==> src/rtl/core/bmap_pkg.sv <==
package bmap_pkg;

   localparam int SPD_W  = 11;
   localparam int ANG_W  = 15;
   localparam int WB_W   = 18;
   localparam int POS_W  = 20;
   localparam int HEAD_W = 32;
   localparam int CNT_W  = 6;
   localparam int XY_W   = 34;
   localparam int PROD_W = 49;
   localparam int DEN_W  = 53;
   localparam int NUM_W  = 64;
   localparam int QUO_W  = 24;
   localparam int DTH_W  = 25;
   localparam int IDX_W  = 5;

   localparam int DEF_LEAD_POINTS = 10;
   localparam int DEF_CORDIC_ITERATIONS = 16;

   localparam logic [CNT_W-1:0] MAX_RESULTS = 6'd60;
   localparam logic [CNT_W-1:0] BASE_POINTS = 6'd10;

   localparam logic signed [SPD_W-1:0] SPD_MAX = 11'sd512;
   localparam logic signed [SPD_W-1:0] SPD_MIN = -11'sd512;
   localparam logic signed [ANG_W-1:0] ANG_MAX = 15'sd9830;
   localparam logic signed [ANG_W-1:0] ANG_MIN = -15'sd9830;
   localparam logic [WB_W-1:0] WB_MIN   = 18'd6554;
   localparam logic [WB_W-1:0] WB_MAX   = 18'd131072;
   localparam logic [WB_W-1:0] WB_RESET = 18'd19661;

   localparam logic signed [XY_W-1:0] CORDIC_K = 34'sd652032874;
   localparam logic signed [HEAD_W-1:0] PI_Q16      = 32'sd205887;
   localparam logic signed [HEAD_W-1:0] HALF_PI_Q16 = 32'sd102944;
   localparam logic signed [HEAD_W-1:0] TWO_PI_Q16  = 32'sd411775;

   // step = round(c / 163840) = ((|c| + 81920) >> 15) / 5
   localparam logic [XY_W-1:0] STEP_HALF = 34'd81920;
   localparam logic [15:0] RECIP5 = 16'd52429;

   function automatic logic [16:0] atan_q16(input logic [IDX_W-1:0] i);
      logic [16:0] a;
      unique case (i)
         5'd0:  a = 17'd51472;
         5'd1:  a = 17'd30386;
         5'd2:  a = 17'd16055;
         5'd3:  a = 17'd8150;
         5'd4:  a = 17'd4091;
         5'd5:  a = 17'd2047;
         5'd6:  a = 17'd1024;
         5'd7:  a = 17'd512;
         5'd8:  a = 17'd256;
         5'd9:  a = 17'd128;
         5'd10: a = 17'd64;
         5'd11: a = 17'd32;
         5'd12: a = 17'd16;
         5'd13: a = 17'd8;
         5'd14: a = 17'd4;
         5'd15: a = 17'd2;
         5'd16: a = 17'd1;
         default: a = 17'd0;
      endcase
      return a;
   endfunction

   typedef enum logic [3:0] {
      ST_IDLE, ST_TAN_GO, ST_TAN_WAIT, ST_MUL, ST_DEN, ST_DIV_GO, ST_DIV_WAIT,
      ST_STEP_GO, ST_STEP_WAIT, ST_SCALE, ST_RECIP, ST_UPDATE, ST_EMIT, ST_LEAD_OUT
   } ctrl_state_type;

   typedef enum logic [2:0] {
      CP_IDLE, CP_REDUCE, CP_QUAD, CP_ITER, CP_DONE
   } cordic_phase_type;

   typedef struct packed {
      logic             item_load;
      logic             cordic_start;
      logic             cordic_heading;
      logic             mul_en;
      logic             den_en;
      logic             div_start;
      logic             dth_load;
      logic             scale_en;
      logic             recip_en;
      logic             update_en;
      logic             dir_fwd;
      logic             pose_clear;
      logic             lead_wr;
      logic             out_load;
      logic             out_from_lead;
      logic             out_last;
      logic [CNT_W-1:0] idx;
   } dp_cmd_type;

   typedef struct packed {
      logic             cordic_done;
      logic             div_done;
      logic             out_free;
      logic             is_rev;
      logic [CNT_W-1:0] n_points;
   } dp_status_type;

endpackage

==> src/rtl/core/bmap_cordic.sv <==
module bmap_cordic #(
   parameter int ITERS = bmap_pkg::DEF_CORDIC_ITERATIONS
) (
   input  logic                                  clock,
   input  logic                                  reset,
   input  logic                                  start,
   input  logic signed [bmap_pkg::HEAD_W-1:0]    angle,
   output logic                                  done,
   output logic signed [bmap_pkg::XY_W-1:0]      cos_out,
   output logic signed [bmap_pkg::XY_W-1:0]      sin_out
);
   import bmap_pkg::*;

   localparam int IT_W = $clog2(ITERS);

   cordic_phase_type phase_ff, phase_in;
   logic signed [HEAD_W-1:0] r_ff, r_in;
   logic signed [XY_W-1:0] x_ff, x_in, y_ff, y_in;
   logic flip_ff, flip_in;
   logic [IT_W-1:0] it_ff, it_in;
   logic signed [XY_W-1:0] xs, ys;
   logic signed [HEAD_W-1:0] at;

   assign xs = x_ff >>> it_ff;
   assign ys = y_ff >>> it_ff;
   assign at = HEAD_W'(signed'({1'b0, atan_q16(IDX_W'(it_ff))}));

   always_comb begin
      phase_in = phase_ff;
      unique case (phase_ff)
         CP_IDLE:   if (start) phase_in = CP_REDUCE;
         CP_REDUCE: if (r_ff <= PI_Q16 && r_ff >= -PI_Q16) phase_in = CP_QUAD;
         CP_QUAD:   phase_in = CP_ITER;
         CP_ITER:   if (it_ff == IT_W'(ITERS - 1)) phase_in = CP_DONE;
         CP_DONE:   phase_in = CP_IDLE;
         default:   phase_in = CP_IDLE;
      endcase
   end

   // results hold while idle until the next start
   always_comb begin
      r_in = r_ff;
      x_in = x_ff;
      y_in = y_ff;
      flip_in = flip_ff;
      it_in = it_ff;
      unique case (phase_ff)
         CP_IDLE: begin
            if (start) begin
               r_in = angle;
               x_in = CORDIC_K;
               y_in = '0;
               flip_in = 1'b0;
               it_in = '0;
            end
         end
         CP_REDUCE: begin
            if (r_ff > PI_Q16) r_in = r_ff - TWO_PI_Q16;
            else if (r_ff < -PI_Q16) r_in = r_ff + TWO_PI_Q16;
         end
         CP_QUAD: begin
            if (r_ff > HALF_PI_Q16) begin
               r_in = r_ff - PI_Q16;
               flip_in = 1'b1;
            end else if (r_ff < -HALF_PI_Q16) begin
               r_in = r_ff + PI_Q16;
               flip_in = 1'b1;
            end
         end
         CP_ITER: begin
            if (r_ff >= 0) begin
               x_in = x_ff - ys;
               y_in = y_ff + xs;
               r_in = r_ff - at;
            end else begin
               x_in = x_ff + ys;
               y_in = y_ff - xs;
               r_in = r_ff + at;
            end
            it_in = it_ff + 1'b1;
         end
         default: ;
      endcase
   end

   always_ff @(posedge clock) begin
      if (reset) phase_ff <= CP_IDLE;
      else phase_ff <= phase_in;
      r_ff <= r_in;
      x_ff <= x_in;
      y_ff <= y_in;
      flip_ff <= flip_in;
      it_ff <= it_in;
   end

   assign done = (phase_ff == CP_DONE);
   assign cos_out = flip_ff ? -x_ff : x_ff;
   assign sin_out = flip_ff ? -y_ff : y_ff;
endmodule

==> src/rtl/core/bmap_div.sv <==
module bmap_div (
   input  logic                          clock,
   input  logic                          reset,
   input  logic                          start,
   input  logic [bmap_pkg::NUM_W-1:0]    num,
   input  logic [bmap_pkg::DEN_W-1:0]    den,
   output logic                          done,
   output logic [bmap_pkg::QUO_W-1:0]    quo
);
   import bmap_pkg::*;

   localparam int DSH_W = DEN_W + QUO_W;
   localparam int K_W = $clog2(QUO_W);

   logic [NUM_W-1:0] rem_ff, rem_in;
   logic [DSH_W-1:0] dsh_ff, dsh_in;
   logic [QUO_W-1:0] quo_ff, quo_in;
   logic [K_W-1:0] k_ff, k_in;
   logic busy_ff, busy_in, done_ff, done_in;
   logic ge;

   // restoring long division, one quotient bit per cycle
   assign ge = ({(DSH_W - NUM_W)'(0), rem_ff} >= dsh_ff);

   always_comb begin
      rem_in = rem_ff;
      dsh_in = dsh_ff;
      quo_in = quo_ff;
      k_in = k_ff;
      busy_in = busy_ff;
      done_in = 1'b0;
      if (start) begin
         rem_in = num;
         dsh_in = {den, QUO_W'(0)} >> 1;
         quo_in = '0;
         k_in = K_W'(QUO_W - 1);
         busy_in = 1'b1;
      end else if (busy_ff) begin
         if (ge) rem_in = rem_ff - dsh_ff[NUM_W-1:0];
         quo_in = {quo_ff[QUO_W-2:0], ge};
         dsh_in = dsh_ff >> 1;
         k_in = k_ff - 1'b1;
         if (k_ff == '0) begin
            busy_in = 1'b0;
            done_in = 1'b1;
         end
      end
   end

   always_ff @(posedge clock) begin
      if (reset) begin
         busy_ff <= 1'b0;
         done_ff <= 1'b0;
      end else begin
         busy_ff <= busy_in;
         done_ff <= done_in;
      end
      rem_ff <= rem_in;
      dsh_ff <= dsh_in;
      quo_ff <= quo_in;
      k_ff <= k_in;
   end

   assign done = done_ff;
   assign quo = quo_ff;
endmodule

==> src/rtl/core/bmap_datapath.sv <==
module bmap_datapath #(
   parameter int LEAD_POINTS = bmap_pkg::DEF_LEAD_POINTS,
   parameter int CORDIC_ITERATIONS = bmap_pkg::DEF_CORDIC_ITERATIONS
) (
   input  logic                        clock,
   input  logic                        reset,
   input  bmap_pkg::dp_cmd_type        cmd,
   output bmap_pkg::dp_status_type     status,
   input  logic [31:0]                 req_tdata,
   input  logic                        csr_wen,
   input  logic [bmap_pkg::WB_W-1:0]   csr_wdata,
   output logic                        rsp_tvalid,
   input  logic                        rsp_tready,
   output logic [39:0]                 rsp_tdata,
   output logic                        rsp_tlast
);
   import bmap_pkg::*;

   localparam int LIW = (LEAD_POINTS > 1) ? $clog2(LEAD_POINTS) : 1;

   logic [WB_W-1:0] wb_ff, wb_sat;
   logic signed [SPD_W-1:0] spd_raw, spd_sat;
   logic signed [ANG_W-1:0] ang_raw, ang_sat, ang_ff;
   logic [SPD_W-1:0] mag;
   logic [15:0] mag20;
   logic rev_ff;
   logic [CNT_W-1:0] n_ff;

   logic signed [HEAD_W-1:0] cordic_ang;
   logic cordic_done;
   logic signed [XY_W-1:0] c_w, s_w;

   logic [PROD_W-1:0] prod_ff;
   logic [DEN_W-1:0] den_ff, den_in;
   logic [NUM_W-1:0] num_ff, num_in;
   logic s_neg_ff;
   logic [XY_W-1:0] s_abs;
   logic div_done;
   logic [QUO_W-1:0] quo;
   logic signed [DTH_W-1:0] dth_ff;

   logic [XY_W-1:0] cx_abs, sy_abs, cx_sum, sy_sum;
   logic [16:0] vx_ff, vy_ff;
   logic negx_ff, negy_ff, stx_neg_ff, sty_neg_ff;
   logic [32:0] px, py;
   logic [14:0] qx_ff, qy_ff;
   logic signed [POS_W-1:0] stepx, stepy;

   logic signed [HEAD_W-1:0] heading_ff, heading_in;
   logic signed [POS_W-1:0] pos_x_ff, pos_x_in, pos_y_ff, pos_y_in;
   logic [2*POS_W-1:0] lead_ff [LEAD_POINTS];

   logic out_valid_ff;
   logic [2*POS_W-1:0] out_data_ff;
   logic out_last_ff;

   always_ff @(posedge clock) begin
      if (reset) wb_ff <= WB_RESET;
      else if (csr_wen) wb_ff <= csr_wdata;
   end

   assign wb_sat = (wb_ff < WB_MIN) ? WB_MIN : ((wb_ff > WB_MAX) ? WB_MAX : wb_ff);

   assign spd_raw = req_tdata[SPD_W-1:0];
   assign ang_raw = req_tdata[SPD_W+ANG_W-1:SPD_W];
   assign spd_sat = (spd_raw > SPD_MAX) ? SPD_MAX : ((spd_raw < SPD_MIN) ? SPD_MIN : spd_raw);
   assign ang_sat = (ang_raw > ANG_MAX) ? ANG_MAX : ((ang_raw < ANG_MIN) ? ANG_MIN : ang_raw);
   assign mag = spd_sat[SPD_W-1] ? SPD_W'(-spd_sat) : SPD_W'(spd_sat);
   // 20*mag = 16*mag + 4*mag
   assign mag20 = ({5'd0, mag} << 4) + ({5'd0, mag} << 2);

   always_ff @(posedge clock) begin
      if (cmd.item_load) begin
         ang_ff <= ang_sat;
         rev_ff <= spd_sat[SPD_W-1];
         n_ff <= BASE_POINTS + CNT_W'(mag20[15:8]);
      end
   end

   assign cordic_ang = cmd.cordic_heading ? heading_ff
                                          : HEAD_W'({{(HEAD_W-ANG_W-2){ang_ff[ANG_W-1]}},
                                                     ang_ff, 2'b00});

   bmap_cordic #(.ITERS(CORDIC_ITERATIONS)) u_cordic (
      .clock   (clock),
      .reset   (reset),
      .start   (cmd.cordic_start),
      .angle   (cordic_ang),
      .done    (cordic_done),
      .cos_out (c_w),
      .sin_out (s_w)
   );

   // heading increment = round(s * 2^32 / (10 * c * wb)); c is positive here
   assign s_abs = s_w[XY_W-1] ? XY_W'(-s_w) : XY_W'(s_w);
   assign den_in = ({4'd0, prod_ff} << 3) + ({4'd0, prod_ff} << 1);
   assign num_in = {s_abs[31:0], 32'd0} + NUM_W'(den_in >> 1);

   always_ff @(posedge clock) begin
      if (cmd.mul_en) begin
         prod_ff <= PROD_W'(c_w[30:0]) * PROD_W'(wb_sat);
         s_neg_ff <= s_w[XY_W-1];
      end
      if (cmd.den_en) begin
         den_ff <= den_in;
         num_ff <= num_in;
      end
      if (cmd.dth_load)
         dth_ff <= s_neg_ff ? -DTH_W'(signed'({1'b0, quo})) : DTH_W'(signed'({1'b0, quo}));
   end

   bmap_div u_div (
      .clock (clock),
      .reset (reset),
      .start (cmd.div_start),
      .num   (num_ff),
      .den   (den_ff),
      .done  (div_done),
      .quo   (quo)
   );

   assign cx_abs = c_w[XY_W-1] ? XY_W'(-c_w) : XY_W'(c_w);
   assign sy_abs = s_w[XY_W-1] ? XY_W'(-s_w) : XY_W'(s_w);
   assign cx_sum = cx_abs + STEP_HALF;
   assign sy_sum = sy_abs + STEP_HALF;
   assign px = vx_ff * RECIP5;
   assign py = vy_ff * RECIP5;
   assign stepx = stx_neg_ff ? -POS_W'(signed'({1'b0, qx_ff})) : POS_W'(signed'({1'b0, qx_ff}));
   assign stepy = sty_neg_ff ? -POS_W'(signed'({1'b0, qy_ff})) : POS_W'(signed'({1'b0, qy_ff}));

   always_ff @(posedge clock) begin
      if (cmd.scale_en) begin
         vx_ff <= cx_sum[31:15];
         vy_ff <= sy_sum[31:15];
         negx_ff <= c_w[XY_W-1];
         negy_ff <= s_w[XY_W-1];
      end
      if (cmd.recip_en) begin
         qx_ff <= px[32:18];
         qy_ff <= py[32:18];
         stx_neg_ff <= negx_ff;
         sty_neg_ff <= negy_ff;
      end
   end

   assign pos_x_in = cmd.dir_fwd ? pos_x_ff + stepx : pos_x_ff - stepx;
   assign pos_y_in = cmd.dir_fwd ? pos_y_ff + stepy : pos_y_ff - stepy;
   assign heading_in = cmd.dir_fwd ? heading_ff + HEAD_W'(dth_ff) : heading_ff - HEAD_W'(dth_ff);

   always_ff @(posedge clock) begin
      if (reset || cmd.pose_clear) begin
         heading_ff <= '0;
         pos_x_ff <= '0;
         pos_y_ff <= '0;
      end else if (cmd.update_en) begin
         heading_ff <= heading_in;
         pos_x_ff <= pos_x_in;
         pos_y_ff <= pos_y_in;
      end
      if (cmd.lead_wr) lead_ff[cmd.idx[LIW-1:0]] <= {pos_y_in, pos_x_in};
   end

   always_ff @(posedge clock) begin
      if (reset) out_valid_ff <= 1'b0;
      else if (cmd.out_load) out_valid_ff <= 1'b1;
      else if (rsp_tready) out_valid_ff <= 1'b0;
      if (cmd.out_load) begin
         out_data_ff <= cmd.out_from_lead ? lead_ff[cmd.idx[LIW-1:0]] : {pos_y_ff, pos_x_ff};
         out_last_ff <= cmd.out_last;
      end
   end

   assign rsp_tvalid = out_valid_ff;
   assign rsp_tdata = out_data_ff;
   assign rsp_tlast = out_last_ff;

   assign status.cordic_done = cordic_done;
   assign status.div_done = div_done;
   assign status.out_free = !out_valid_ff || rsp_tready;
   assign status.is_rev = rev_ff;
   assign status.n_points = n_ff;
endmodule

==> src/rtl/core/bmap_ctrl.sv <==
module bmap_ctrl #(
   parameter int LEAD_POINTS = bmap_pkg::DEF_LEAD_POINTS
) (
   input  logic                      clock,
   input  logic                      reset,
   input  logic                      req_tvalid,
   output logic                      req_tready,
   input  bmap_pkg::dp_status_type   status,
   output bmap_pkg::dp_cmd_type      cmd
);
   import bmap_pkg::*;

   ctrl_state_type state_ff, state_in;
   logic [CNT_W-1:0] cnt_ff, cnt_in, emit_ff, emit_in;
   logic lead_ff, lead_in;
   logic main_last, cap_hit;

   assign cap_hit = (emit_ff == MAX_RESULTS - 1'b1);
   assign main_last = (cnt_ff == status.n_points - 1'b1) || cap_hit;

   always_comb begin
      state_in = state_ff;
      cnt_in = cnt_ff;
      emit_in = emit_ff;
      lead_in = lead_ff;
      unique case (state_ff)
         ST_IDLE:      if (req_tvalid) state_in = ST_TAN_GO;
         ST_TAN_GO:    state_in = ST_TAN_WAIT;
         ST_TAN_WAIT:  if (status.cordic_done) state_in = ST_MUL;
         ST_MUL:       state_in = ST_DEN;
         ST_DEN:       state_in = ST_DIV_GO;
         ST_DIV_GO:    state_in = ST_DIV_WAIT;
         ST_DIV_WAIT: begin
            if (status.div_done) begin
               state_in = ST_STEP_GO;
               cnt_in = '0;
               emit_in = '0;
               lead_in = status.is_rev;
            end
         end
         ST_STEP_GO:   state_in = ST_STEP_WAIT;
         ST_STEP_WAIT: if (status.cordic_done) state_in = ST_SCALE;
         ST_SCALE:     state_in = ST_RECIP;
         ST_RECIP:     state_in = ST_UPDATE;
         ST_UPDATE: begin
            if (!lead_ff) state_in = ST_EMIT;
            else if (cnt_ff == CNT_W'(LEAD_POINTS - 1)) state_in = ST_LEAD_OUT;
            else begin
               cnt_in = cnt_ff + 1'b1;
               state_in = ST_STEP_GO;
            end
         end
         ST_EMIT: begin
            if (status.out_free) begin
               emit_in = emit_ff + 1'b1;
               cnt_in = cnt_ff + 1'b1;
               state_in = main_last ? ST_IDLE : ST_STEP_GO;
            end
         end
         ST_LEAD_OUT: begin
            if (status.out_free) begin
               emit_in = emit_ff + 1'b1;
               if (cap_hit) state_in = ST_IDLE;
               else if (cnt_ff == '0) begin
                  lead_in = 1'b0;
                  state_in = ST_STEP_GO;
               end else cnt_in = cnt_ff - 1'b1;
            end
         end
         default: state_in = ST_IDLE;
      endcase
   end

   always_comb begin
      cmd = '0;
      cmd.idx = cnt_ff;
      cmd.dir_fwd = lead_ff || !status.is_rev;
      cmd.cordic_heading = 1'b1;
      unique case (state_ff)
         ST_IDLE:     cmd.item_load = req_tvalid;
         ST_TAN_GO: begin
            cmd.cordic_start = 1'b1;
            cmd.cordic_heading = 1'b0;
         end
         ST_MUL:      cmd.mul_en = 1'b1;
         ST_DEN:      cmd.den_en = 1'b1;
         ST_DIV_GO:   cmd.div_start = 1'b1;
         ST_DIV_WAIT: begin
            cmd.dth_load = status.div_done;
            cmd.pose_clear = status.div_done;
         end
         ST_STEP_GO:  cmd.cordic_start = 1'b1;
         ST_SCALE:    cmd.scale_en = 1'b1;
         ST_RECIP:    cmd.recip_en = 1'b1;
         ST_UPDATE: begin
            cmd.update_en = 1'b1;
            cmd.lead_wr = lead_ff;
         end
         ST_EMIT: begin
            cmd.out_load = status.out_free;
            cmd.out_last = main_last;
         end
         ST_LEAD_OUT: begin
            cmd.out_load = status.out_free;
            cmd.out_from_lead = 1'b1;
            cmd.out_last = cap_hit;
            cmd.pose_clear = status.out_free && !cap_hit && (cnt_ff == '0);
         end
         default: ;
      endcase
   end

   always_ff @(posedge clock) begin
      if (reset) begin
         state_ff <= ST_IDLE;
         cnt_ff <= '0;
         emit_ff <= '0;
         lead_ff <= 1'b0;
      end else begin
         state_ff <= state_in;
         cnt_ff <= cnt_in;
         emit_ff <= emit_in;
         lead_ff <= lead_in;
      end
   end

   assign req_tready = (state_ff == ST_IDLE);
endmodule

==> src/rtl/core/bicycle_model_arc_points_unit.sv <==
// Kinematic bicycle path predictor. Each command word (speed, steering angle) yields a
// run of path points from the origin, 0.1 m apart, with tlast on the final point; reverse
// commands first send LEAD_POINTS forward points nearest-last, then the backward path.
// One command at a time: after the word is taken, setup runs one CORDIC pass for tan
// and the divider for the heading increment; then each point is paced by a pass of
// the shared iterative CORDIC, angle reduction included. A reverse run first computes
// each lead point to fill the buffer, then sends them from the buffer. The output
// register lets the last point wait while the next command is taken. Wheelbase is
// written through csr_wen/csr_wdata.
module bicycle_model_arc_points_unit #(
   parameter int LEAD_POINTS = bmap_pkg::DEF_LEAD_POINTS,
   parameter int CORDIC_ITERATIONS = bmap_pkg::DEF_CORDIC_ITERATIONS
) (
   input  logic                        clock,
   input  logic                        reset,
   input  logic                        req_tvalid,
   output logic                        req_tready,
   input  logic [31:0]                 req_tdata,  // speed[10:0], steer_angle[25:11]
   output logic                        rsp_tvalid,
   input  logic                        rsp_tready,
   output logic [39:0]                 rsp_tdata,  // point_x[19:0], point_y[39:20]
   output logic                        rsp_tlast,
   input  logic                        csr_wen,
   input  logic [bmap_pkg::WB_W-1:0]   csr_wdata
);
   import bmap_pkg::*;

   dp_cmd_type cmd;
   dp_status_type status;

   bmap_ctrl #(.LEAD_POINTS(LEAD_POINTS)) u_ctrl (
      .clock      (clock),
      .reset      (reset),
      .req_tvalid (req_tvalid),
      .req_tready (req_tready),
      .status     (status),
      .cmd        (cmd)
   );

   bmap_datapath #(
      .LEAD_POINTS       (LEAD_POINTS),
      .CORDIC_ITERATIONS (CORDIC_ITERATIONS)
   ) u_dp (
      .clock      (clock),
      .reset      (reset),
      .cmd        (cmd),
      .status     (status),
      .req_tdata  (req_tdata),
      .csr_wen    (csr_wen),
      .csr_wdata  (csr_wdata),
      .rsp_tvalid (rsp_tvalid),
      .rsp_tready (rsp_tready),
      .rsp_tdata  (rsp_tdata),
      .rsp_tlast  (rsp_tlast)
   );
endmodule
==> config.mk <==
export PLATFORM = sky130hd
export DESIGN_NAME = bicycle_model_arc_points_unit
export DESIGN_NICKNAME = d
export VERILOG_FILES = /design/src/rtl/core/bmap_pkg.sv /design/src/rtl/core/bmap_cordic.sv /design/src/rtl/core/bmap_div.sv /design/src/rtl/core/bmap_datapath.sv /design/src/rtl/core/bmap_ctrl.sv /design/src/rtl/core/bicycle_model_arc_points_unit.sv
export SDC_FILE = /design/constraint.sdc
export NUM_CORES = 2
export LEC_CHECK = 0
export ABC_AREA = 0
export BUFFER_PORTS_ARGS = -buffer_cell sky130_fd_sc_hd__buf_2
export CAP_MARGIN = 15
export CORE_ASPECT_RATIO = 0.9
export CORE_MARGIN = 2
export CORE_UTILIZATION = 35
export CTS_CLUSTER_SIZE = 40
export DETAILED_ROUTE_END_ITERATION = 6
export GPL_TIMING_DRIVEN = 0
export HOLD_SLACK_MARGIN = 0.06
export PLACE_DENSITY = 0.49
export SLEW_MARGIN = 30
export SYNTH_ARGS = -nofsm -noshare
export SYNTH_HDL_FRONTEND = slang
export SYNTH_SLANG_ARGS = --single-unit
==> constraint.sdc <==
create_clock -name clock -period 16.3 [get_ports clock]
set_clock_uncertainty 0.05 [all_clocks]
set_input_delay 2.445 -clock clock [delete_from_list [all_inputs] [get_ports clock]]
set_output_delay 2.445 -clock clock [all_outputs]
set_load 0.005 [all_outputs]
==> results by group <==
Outcome
  – Run status: finished clean

Setup path
  – Arrival time of the worst setup path: 15.31 ns
  – Slowest cell on the critical path: sky130_fd_sc_hd__xnor2_1
  – Crit. End Element: register
  – Cell mode on critical path: sky130_fd_sc_hd__fa_1
  – Startpoint type of the worst setup path: register
  – Category of the critical setup timing path: register to register
  – Required time of the critical path: 16.78 ns
  – R2r startpoint: u_dp.u_cordic.flip_ff
  – Worst stage delay on the critical path: approximately 0.79 ns
  – Endpoint of the most critical register-to-register path: u_dp.prod_ff[46]
  – Worst reg-to-reg path cell count: 34
  – Setup slack of the most critical reg-to-reg path: 1.47 ns
  – Largest driver fanout on the critical path: 10

Drt
  – Antenna viol nets, final: 0
  – DRC violation total after the first TritonRoute iteration: 5725
  – First-pass iteration count of the detailed router: 6
  – Total Routed Length: 302000 um
  – Vias per cell: 5.35
  – Total DRC errors in the routed layout: 0
  – Routed via count: 73300
  – Routed wire per std cell: 22.1 um

Final layout
  – Multi-input gate area in the final layout: ~59000 um^2
  – Layout fillers: 26900
  – Leading cell type in the layout, fill and taps excluded: sky130_fd_sc_hd__nand2_1
  – Combined flip-flop and latch cell area: 31100 um^2
  – Top library cells by usage in the layout, fill and taps aside: 1139 x sky130_fd_sc_hd__nand2_1, 1071 x sky130_fd_sc_hd__inv_1, 912 x sky130_fd_sc_hd__edfxtp_1, 730 x sky130_fd_sc_hd__ha_1, 707 x sky130_fd_sc_hd__nor2_1
  – Area growth from synthesis to layout: 11.4%
  – Fraction of final layout cells sized beyond drive strength 1: between 7 and 8%
  – Final net count: 11400

Timing
  – Final Slew Violations: 0
  – Total count of hold-check failures in the final report: 0
  – Headroom to the max-slew limit: between 20% and 30%
  – Transition time at the pin with the least slew margin: between 1 and 1.5 ns
  – Final critical path time including I/O delays and setup: 14.83 ns
  – Fin worst setup slack: 1.47 ns
  – Final setup vio count: 0
  – Achievable Freq: 67.4 MHz
  – RSZ-0062 raised after global routing: false
  – Fraction of the cycle the final worst path needs: 91.0%
  – Final sum of negative setup slack: 0 ns

Synthesis
  – Cell count after synthesis: slightly below 10000
  – Area contributors post-synth: sky130_fd_sc_hd__edfxtp_1 29%, sky130_fd_sc_hd__fa_1 14%, sky130_fd_sc_hd__ha_1 9.6%
  – Mapped Avg Cell Area: about 9.8 um^2
  – Cell type with the largest total area after synthesis: sky130_fd_sc_hd__edfxtp_1
  – Post-Syn Area: 95600 um^2
  – Asr flop ratio synth: 0%
  – Area share of the leading cell type in the synthesized netlist: 28.6%
  – Number of warnings reported in the yosys synthesis log: 0
  – Most frequently used flop master after synthesis: sky130_fd_sc_hd__edfxtp_1
  – EDFF count, synth: 912
  – Cell variety after synth: 95
  – Net Count, Synth: 11200
  – Total of flip-flops plus latches after synthesis: 1097
  – Sequential cell area fraction in the yosys report: 32.5%

GRT
  – Number of antenna violations at the first check in global routing: 10
  – First-pass GRT wire length: roughly 460000 um
  – Pin count of the biggest net entering global routing: 39
  – Layer with the highest usage: met2
  – GR Layer Usage met1: between 30% and 40%
  – Met2 layer usage reported by global route: 33.7%
  – Total grt overflow: 0
  – Total routing resource utilization after global routing: between 20% and 30%
  – M3 GR Usage: 3.01%
  – Number of global-route vias before repair: between 70000 and 80000

Die
  – Width of the chip: 555 um
  – Die H: 500 um
  – Area of the core: 272000 um^2
  – Row Count: 182
  – Boundary pin count: 98
  – Initial Util: a little over a third
  – Die Footprint: roughly 280000 um^2

Placed design
  – Final GP Congestion: 0.938
  – Port-buffer cells: 88
  – Worst-case setup slack after placement: 1.76 ns
  – Final HPWL from detailed placement: between 200000 and 250000 um

Clock tree
  – Post-CTS setup-driven buffer insertion count: 0
  – Clock tree from TritonCTS: done
  – Clock latency at the later pin of the worst-skew pair: around 0.8 ns
  – Bufs on Longest Clock Path: 4
  – Clock transition at the registers of the reported paths: 0.06 ns
  – Sink count of the clock tree: around 1100
  – Post-cts gate resize count: 0
  – Total CTS buffers: 138
  – CTS Hold Bufs: 0
  – # H-tree levels: 4
  – Cell at the root of the clock tree: sky130_fd_sc_hd__clkbuf_16

Worst hold path
  – HP Start: u_dp.negx_ff
  – Hold path depth: 0
  – Path category of the worst min-delay check: register to register
  – Hold Path End: u_dp.stx_neg_ff

Job
  – Number of max-cap violations: 0
[cell usage after synthesis, types with 18 or more instances]
| library cell | n |
|---|---|
| sky130_fd_sc_hd__clkbuf_1 | 339 |
| sky130_fd_sc_hd__or4_1 | 27 |
| sky130_fd_sc_hd__nor3_1 | 132 |
| sky130_fd_sc_hd__a21boi_0 | 26 |
| sky130_fd_sc_hd__nand2b_1 | 108 |
| sky130_fd_sc_hd__o31ai_1 | 70 |
| sky130_fd_sc_hd__mux2_2 | 73 |
| sky130_fd_sc_hd__mux4_2 | 156 |
| sky130_fd_sc_hd__a211o_1 | 18 |
| sky130_fd_sc_hd__nand3_1 | 158 |
| sky130_fd_sc_hd__or3_1 | 78 |
| sky130_fd_sc_hd__nor3b_1 | 25 |
| sky130_fd_sc_hd__xor2_1 | 269 |
| sky130_fd_sc_hd__o21bai_1 | 48 |
| sky130_fd_sc_hd__a31oi_1 | 64 |
| sky130_fd_sc_hd__o21ai_0 | 463 |
| sky130_fd_sc_hd__inv_1 | 1073 |
| sky130_fd_sc_hd__o21a_1 | 65 |
| sky130_fd_sc_hd__a21o_1 | 182 |
| sky130_fd_sc_hd__or2_2 | 35 |
| sky130_fd_sc_hd__nand2_1 | 1140 |
| sky130_fd_sc_hd__nor2b_1 | 70 |
| sky130_fd_sc_hd__o41ai_1 | 39 |
| sky130_fd_sc_hd__and2_1 | 76 |
| sky130_fd_sc_hd__o22ai_1 | 22 |
| sky130_fd_sc_hd__o211ai_1 | 32 |
| sky130_fd_sc_hd__fa_1 | 650 |
| sky130_fd_sc_hd__a21oi_1 | 515 |
| sky130_fd_sc_hd__edfxtp_1 | 912 |
| sky130_fd_sc_hd__xnor2_1 | 460 |
| sky130_fd_sc_hd__nor4_1 | 41 |
| sky130_fd_sc_hd__buf_1 | 62 |
| sky130_fd_sc_hd__o221ai_1 | 24 |
| sky130_fd_sc_hd__ha_1 | 730 |
| sky130_fd_sc_hd__nand4_1 | 63 |
| sky130_fd_sc_hd__nor2_1 | 719 |
| sky130_fd_sc_hd__dfxtp_1 | 185 |
| sky130_fd_sc_hd__a41oi_1 | 22 |
| sky130_fd_sc_hd__a211oi_1 | 52 |
| sky130_fd_sc_hd__and3_1 | 71 |
| sky130_fd_sc_hd__mux2i_1 | 164 |
[cell families after synthesis]
family	after synthesis	share of synthesized area, %
compound gates	1796	11.9
xor+xnor	729	6.68
fa+ha+maj	1380	23.2
buf+inv	1499	5.94
flops	1097	32.5
mux	393	6.25
other cells	1	0.00392
simple gates	2827	13.6
[flip-flops by register name, summed over array words and instances, names as in the netlist, 17 cells and up, named ones only]
name and count:
u_dp.u_cordic.y_ff 34, u_dp.dth_ff 25, u_dp.u_div.dsh_ff 76, u_dp.den_ff 20, u_dp.lead_ff 400, u_dp.u_div.rem_ff 64
u_dp.wb_ff 18, u_dp.num_ff 64, u_dp.vy_ff 17, u_dp.heading_ff 32, u_dp.pos_y_ff 20, u_dp.u_cordic.r_ff 32
u_dp.prod_ff 49, u_dp.u_div.quo 24, u_dp.pos_x_ff 20, u_dp.vx_ff 17, u_dp.rsp_tdata 40, u_dp.u_cordic.x_ff 34
[how the worst max path moves through the flow]
stage                               start          endpoint  slack (ns)
floorplan           u_dp.u_cordic.flip_ff  u_dp.prod_ff[46]        6.74
global placement    u_dp.u_cordic.flip_ff  u_dp.prod_ff[46]        1.85
detailed placement  u_dp.u_cordic.flip_ff  u_dp.prod_ff[46]        1.76
CTS                 u_dp.u_cordic.flip_ff  u_dp.prod_ff[46]        1.76
global route        u_dp.u_cordic.flip_ff  u_dp.prod_ff[46]        1.29
finish              u_dp.u_cordic.flip_ff  u_dp.prod_ff[46]        1.47
[critical path: cells and delay by family (launching register included)]
family | cells | cell delay (ns)
AO/OA/AOI/OAI | 10 | 2.87
buffers and inverters | 13 | 5.70
AND/OR/NAND/NOR | 2 | 0.60
XOR/XNOR | 2 | 0.95
adder cells (fa/ha/maj) | 7 | 3.61
flip-flops | 1 | 0.78
[routing by layer]
metal,wire length (um),vias to the layer above
li1,-,34400
met2,134000,2169
met4,9200,2
met3,16700,428
met5,13,-
met1,143000,36300
[final cells by class]
type / count / share of cell area, %
clock buffer: 190 / 3.70
clock inverter: 49 / 0.451
buffer: 423 / 1.57
multi-input combinational: 7126 / 55.6
inverter: 1076 / 3.80
timing repair buffer: 144 / 1.48
tap: 3588 / 4.22
sequential: 1097 / 29.2
antenna: 4 / 0.00940
[metrics by stage]
stage / instance area (um^2) / hold slack [ns] / utilization, % / std cells
after floorplan: 95600 / 0.350 / - / 9722
after global placement: 101000 / 0.359 / 36.9 / 13400
after detailed placement: 102000 / 0.368 / 37.5 / 13500
after CTS: 106000 / 0.382 / 39.1 / 13700
after global routing: 106000 / 0.395 / 39.1 / 13700
final: 107000 / 0.376 / 39.1 / 13700
Power is not shown: default switching activity piles up to over one toggle a cycle in this logic, so the estimate is an artifact.
